**config.mk**
```make
export PLATFORM = sky130hd
export DESIGN_NAME = rbrc_space
export DESIGN_NICKNAME = d
export VERILOG_FILES = /design/src/design/rbrc_pkg.sv /design/src/design/rbrc_space.sv
export SDC_FILE = /design/constraint.sdc
export NUM_CORES = 1
export LEC_CHECK = 0
export BUFFER_PORTS_ARGS = -buffer_cell sky130_fd_sc_hd__clkbuf_2
export CAP_MARGIN = 10
export CORE_MARGIN = 5
export CORE_UTILIZATION = 50
export DETAILED_ROUTE_END_ITERATION = 8
export GPL_TIMING_DRIVEN = 0
export MAX_ROUTING_LAYER = met4
export PLACE_DENSITY = 0.77
export SYNTH_ARGS = -nofsm -noshare
export SYNTH_HDL_FRONTEND = slang
export SYNTH_SLANG_ARGS = --single-unit
export TNS_END_PERCENT = 20
```
**constraint.sdc**
```tcl
create_clock -name vclk -period 10.4
set_input_delay 2.08 -clock vclk [all_inputs]
set_output_delay 2.08 -clock vclk [all_outputs]
set_load 0.1 [all_outputs]
```
**src/design/rbrc_pkg.sv**
```systemverilog
`timescale 1ns / 1ps

package rbrc_pkg;

   localparam int RING_BYTES = 4096;
   localparam int HDR_BYTES  = 8;
   localparam int SLOT_COUNT = RING_BYTES / HDR_BYTES;
   localparam int SLOT_W     = $clog2(SLOT_COUNT);
   localparam int OFFSET_W   = $clog2(RING_BYTES);
   localparam int HDR_W      = 64;
   localparam int TOTAL_W    = 31;

   localparam logic [1:0] OP_RESERVE = 2'd0;
   localparam logic [1:0] OP_SUBMIT  = 2'd1;
   localparam logic [1:0] OP_POLL    = 2'd2;

   localparam logic [1:0] STAT_OK       = 2'd0;
   localparam logic [1:0] STAT_TOO_BIG  = 2'd1;
   localparam logic [1:0] STAT_NO_SPACE = 2'd2;

   typedef struct packed {
      logic               too_big;
      logic               no_space;
      logic [TOTAL_W-1:0] total;
   } space_type;

endpackage

```
**src/design/rbrc_space.sv**
```systemverilog
`timescale 1ns / 1ps

module rbrc_space import rbrc_pkg::*; (
   input  logic [31:0] size,
   input  logic [63:0] producer,
   input  logic [63:0] consumer,
   output space_type   check
);

   logic [TOTAL_W-1:0] total;
   logic [63:0]        used;
   logic [63:0]        room;

   // Round header plus payload up to the 8-byte record grain.
   assign total = (TOTAL_W'(size[29:0]) + TOTAL_W'(HDR_BYTES + 7)) & ~TOTAL_W'(7);
   assign used  = producer - consumer;
   assign room  = 64'(RING_BYTES) - 64'(total);

   always_comb begin
      check.total    = total;
      check.too_big  = size[31] || size[30] || (total > TOTAL_W'(RING_BYTES));
      // Valid only when the record fits the ring; too big wins otherwise.
      check.no_space = (used > 64'(RING_BYTES)) || (used > room);
   end

endmodule

```
==> run_results.csv <==
group,metric,value,unit
placed_design,place_congestion,1.01,
synth,netlist_area,7050,sq um
global_route,antenna_found_initial,0,
detailed_routing,drcViolationCount,0,
detailed_routing,routed_wirelength,22.2,mm
flow_run,cap_violations,0,
power_and_ir_drop,swShare,64.1,%
floorplanning,num_rows,43,
power_and_ir_drop,pwr-share-clk,0,%
cells_and_area,clock_buffers,0,
power_and_ir_drop,powerDensity,65.5,nW/um^2
global_route,grt_pass1_vias,7873,
sta,worstMarginPinSlew,1.13,ns
detailed_routing,dr_total_vias,8586,
power_and_ir_drop,p_switching,347,uW
floorplanning,die_width,129,um
sta,setup_viol,0,
detailed_routing,first_iter_violations,507,
synth,ys_warn_count,0,
detailed_routing,dr.pass1.iters,5,
detailed_routing,final_antenna_net_count,0,
detailed_routing,wire_per_inst,15.3,um
critical_path,critical_path_class,"input pin to output port",
placed_design,dp_cells,1446,
power_and_ir_drop,p_comb_share,100.0,%
cells_and_area,seq_cells,0,
global_route,overflow,0,
synth,syn_area_per_cell,6.51,sq um
critical_path,worstPathRequired,8.32,ns
floorplanning,die_area,16600,sq um
sta,finalHoldViolations,0,
detailed_routing,viasPerCell,5.93,
critical_path,startpoint_type,"input pin",
placed_design,port_buffers,181,
critical_path,worst_ep_arrival_time,8.10,ns
cts,hold_buffers,0,
worst_hold_path,worstHoldStart,"size[6]",
synth,synthCells,1083,
cells_and_area,fin_nets,1539,
power_and_ir_drop,leakagePower,0.00398,uW
cells_and_area,fill_cells,1460,
power_and_ir_drop,peakVddDrop,50.7,uV
critical_path,cp_max_fo,20,
power_and_ir_drop,power.internal,194,uW
worst_hold_path,min_path_type,"input pin to output port",
worst_hold_path,hold_end,"check[6]",
sta,slew_headroom,22.4,%
cells_and_area,drive_gt1_share,17.7,%
floorplanning,num_io_pins,193,
cells_and_area,final_cell_count_no_fill,1448,
outcome,outcome,"completed",
cells_and_area,final_util,59.5,%
sta,max_freq,0.0982,GHz
cells_and_area,regArea,0,sq um
global_route,grt_max_degree,21,
cells_and_area,diodes,0,
power_and_ir_drop,p_seq_share,0,%
floorplanning,fp.dieH,129,um
synth,ys_types,79,
sta,slew_violations,0,
global_route,grt_pass1_wl,35.7,mm
critical_path,cp-end-kind,"output port",
cells_and_area,area_delta_synth_final,17.1,%
floorplanning,core,13900,sq um
placed_design,dp_hpwl,19.3,mm
synth,ys_seq_area_share,0,%
sta,final.period_utilization,97.9,%
sta,fin_crit,10.18,ns
worst_hold_path,min_path_cells,3,
floorplanning,initial_core_util,50.8,%
global_route,grtUsageTotal,25.8,%
## layout by cell type (no fill, tap or decap), types with 11 or more instances in the layout
cell type and n:
nand3_1 30, ha_1 107, nor2_1 79, o31ai_1 14
inv_1 90, a211oi_1 12, clkbuf_2 180, nand4_1 37
a21o_1 24, a21oi_1 103, nand2_1 104, xor2_1 38
o21ai_1 13, xnor2_1 69, o21bai_1 16, and3_1 17
o21ai_0 64, clkbuf_1 32, nand2b_1 11, o211ai_1 13
nor4_1 16, and2_1 11, nor3_1 35
## layout make-up
cell class,count,area (sq um),area share (%)
Multi-Input combinational cell,949,6540,79.1
Buffer,43,210,2.54
Timing Repair Buffer,184,943,11.4
Tap cell,180,225,2.73
Inverter,92,345,4.18
## kinds of logic after synthesis
kind of cell             count (synthesis)  synth area share [%]
AND/OR/NAND/NOR                        394                  28.3
AO/OA/AOI/OAI                          332                  30.6
buffers and inverters                  136                  7.81
adder cells (fa/ha/maj)                109                  19.4
XOR/XNOR                               108                  13.4
multiplexers                             3                 0.426
other                                    1                0.0532
## through the flow
| step | TNS [ns] | total power [uW] | hold WS, ns | setup WS (ns) | cell area (sq um) |
|---|---|---|---|---|---|
| floorplan | 0 | 395 | 4.52 | 0.251 | 7070 |
| global placement | -0.171 | 524 | 4.69 | -0.171 | 8200 |
| detailed placement | -0.218 | 532 | 4.70 | -0.218 | 8200 |
| CTS | 0 | 535 | 4.70 | 0.0236 | 8210 |
| global route | -0.0276 | 602 | 4.71 | -0.0276 | 8260 |
| finish | 0 | 541 | 4.69 | 0.220 | 8260 |
## per-layer routing
metal  GRT usage, %  wire length (um)
met1           32.7              9550
met4           5.06               471
met3           1.87              1500
met5              -                 0
met2           45.2             10700
## synth_stat cells, types with 8 or more instances
library cell | number | area share, %
nand2_1 | 104 | 5.5
inv_1 | 90 | 4.8
o21a_1 | 8 | 0.85
xnor2_1 | 70 | 8.7
and2_1 | 11 | 0.98
o31ai_1 | 14 | 1.5
nor2b_1 | 10 | 0.89
o21ai_1 | 13 | 0.92
or4_1 | 8 | 0.85
and3_1 | 17 | 1.5
a21oi_1 | 103 | 7.3
a31oi_1 | 10 | 0.89
o211ai_1 | 13 | 1.4
ha_1 | 108 | 19
nor3_1 | 36 | 2.6
o21ai_0 | 64 | 4.5
xor2_1 | 38 | 4.7
nor2_1 | 80 | 4.3
nand2b_1 | 11 | 0.98
o21bai_1 | 16 | 1.7
a211oi_1 | 12 | 1.3
clkbuf_1 | 32 | 1.7
nand4_1 | 37 | 3.3
nor4_1 | 16 | 1.4
nand3_1 | 30 | 2.1
a21o_1 | 24 | 2.6
or3_1 | 8 | 0.71
## critical path: stages
cell and delay [ns]:
clkbuf_2 0.11, or4_4 0.56, nor2_1 0.09, or2_2 0.12
ha_2 0.19, or4b_4 0.46, or4_4 0.45, o31ai_4 0.21
a31o_4 0.21, o2111ai_4 0.15, or4_4 0.60, inv_2 0.09
buf_8 0.17, ha_1 0.16, nand4_1 0.16, nor2_2 0.14
nand3_1 0.12, or3_4 0.35, nor3_2 0.19, o211ai_1 0.12
o31ai_1 0.11, o22ai_1 0.11, and4b_1 0.21, o31ai_1 0.23
a211oi_1 0.12, o21bai_1 0.15, a311o_2 0.25, buf_12 0.18
## what timing repair did
item                                   in CTS  in global routing
setup endpoints to repair                   1                  1
setup buffers                               0                  3
endpoints found under the hold margin       0                  0
gates resized for setup                     3                  9
pin swaps                                   0                  6
## worst max-delay path by stage
stage	startpoint	to	slack [ns]
after global placement	size[2]	check[31]	-0.17
after CTS	size[2]	check[31]	0.02
final	size[2]	check[31]	0.22
after detailed placement	size[2]	check[31]	-0.22
after global routing	size[2]	check[31]	-0.03
after floorplan	size[2]	check[31]	0.25
## power groups by stage
stage                     Clock [uW]  Sequential, uW  Combinational [uW]
after floorplan                    0               0                 395
after global placement             0               0                 524
after detailed placement           0               0                 532
after CTS                          0               0                 535
after global routing               0               0                 602
final                              0               0                 541
(Power assumes the default switching activity.)
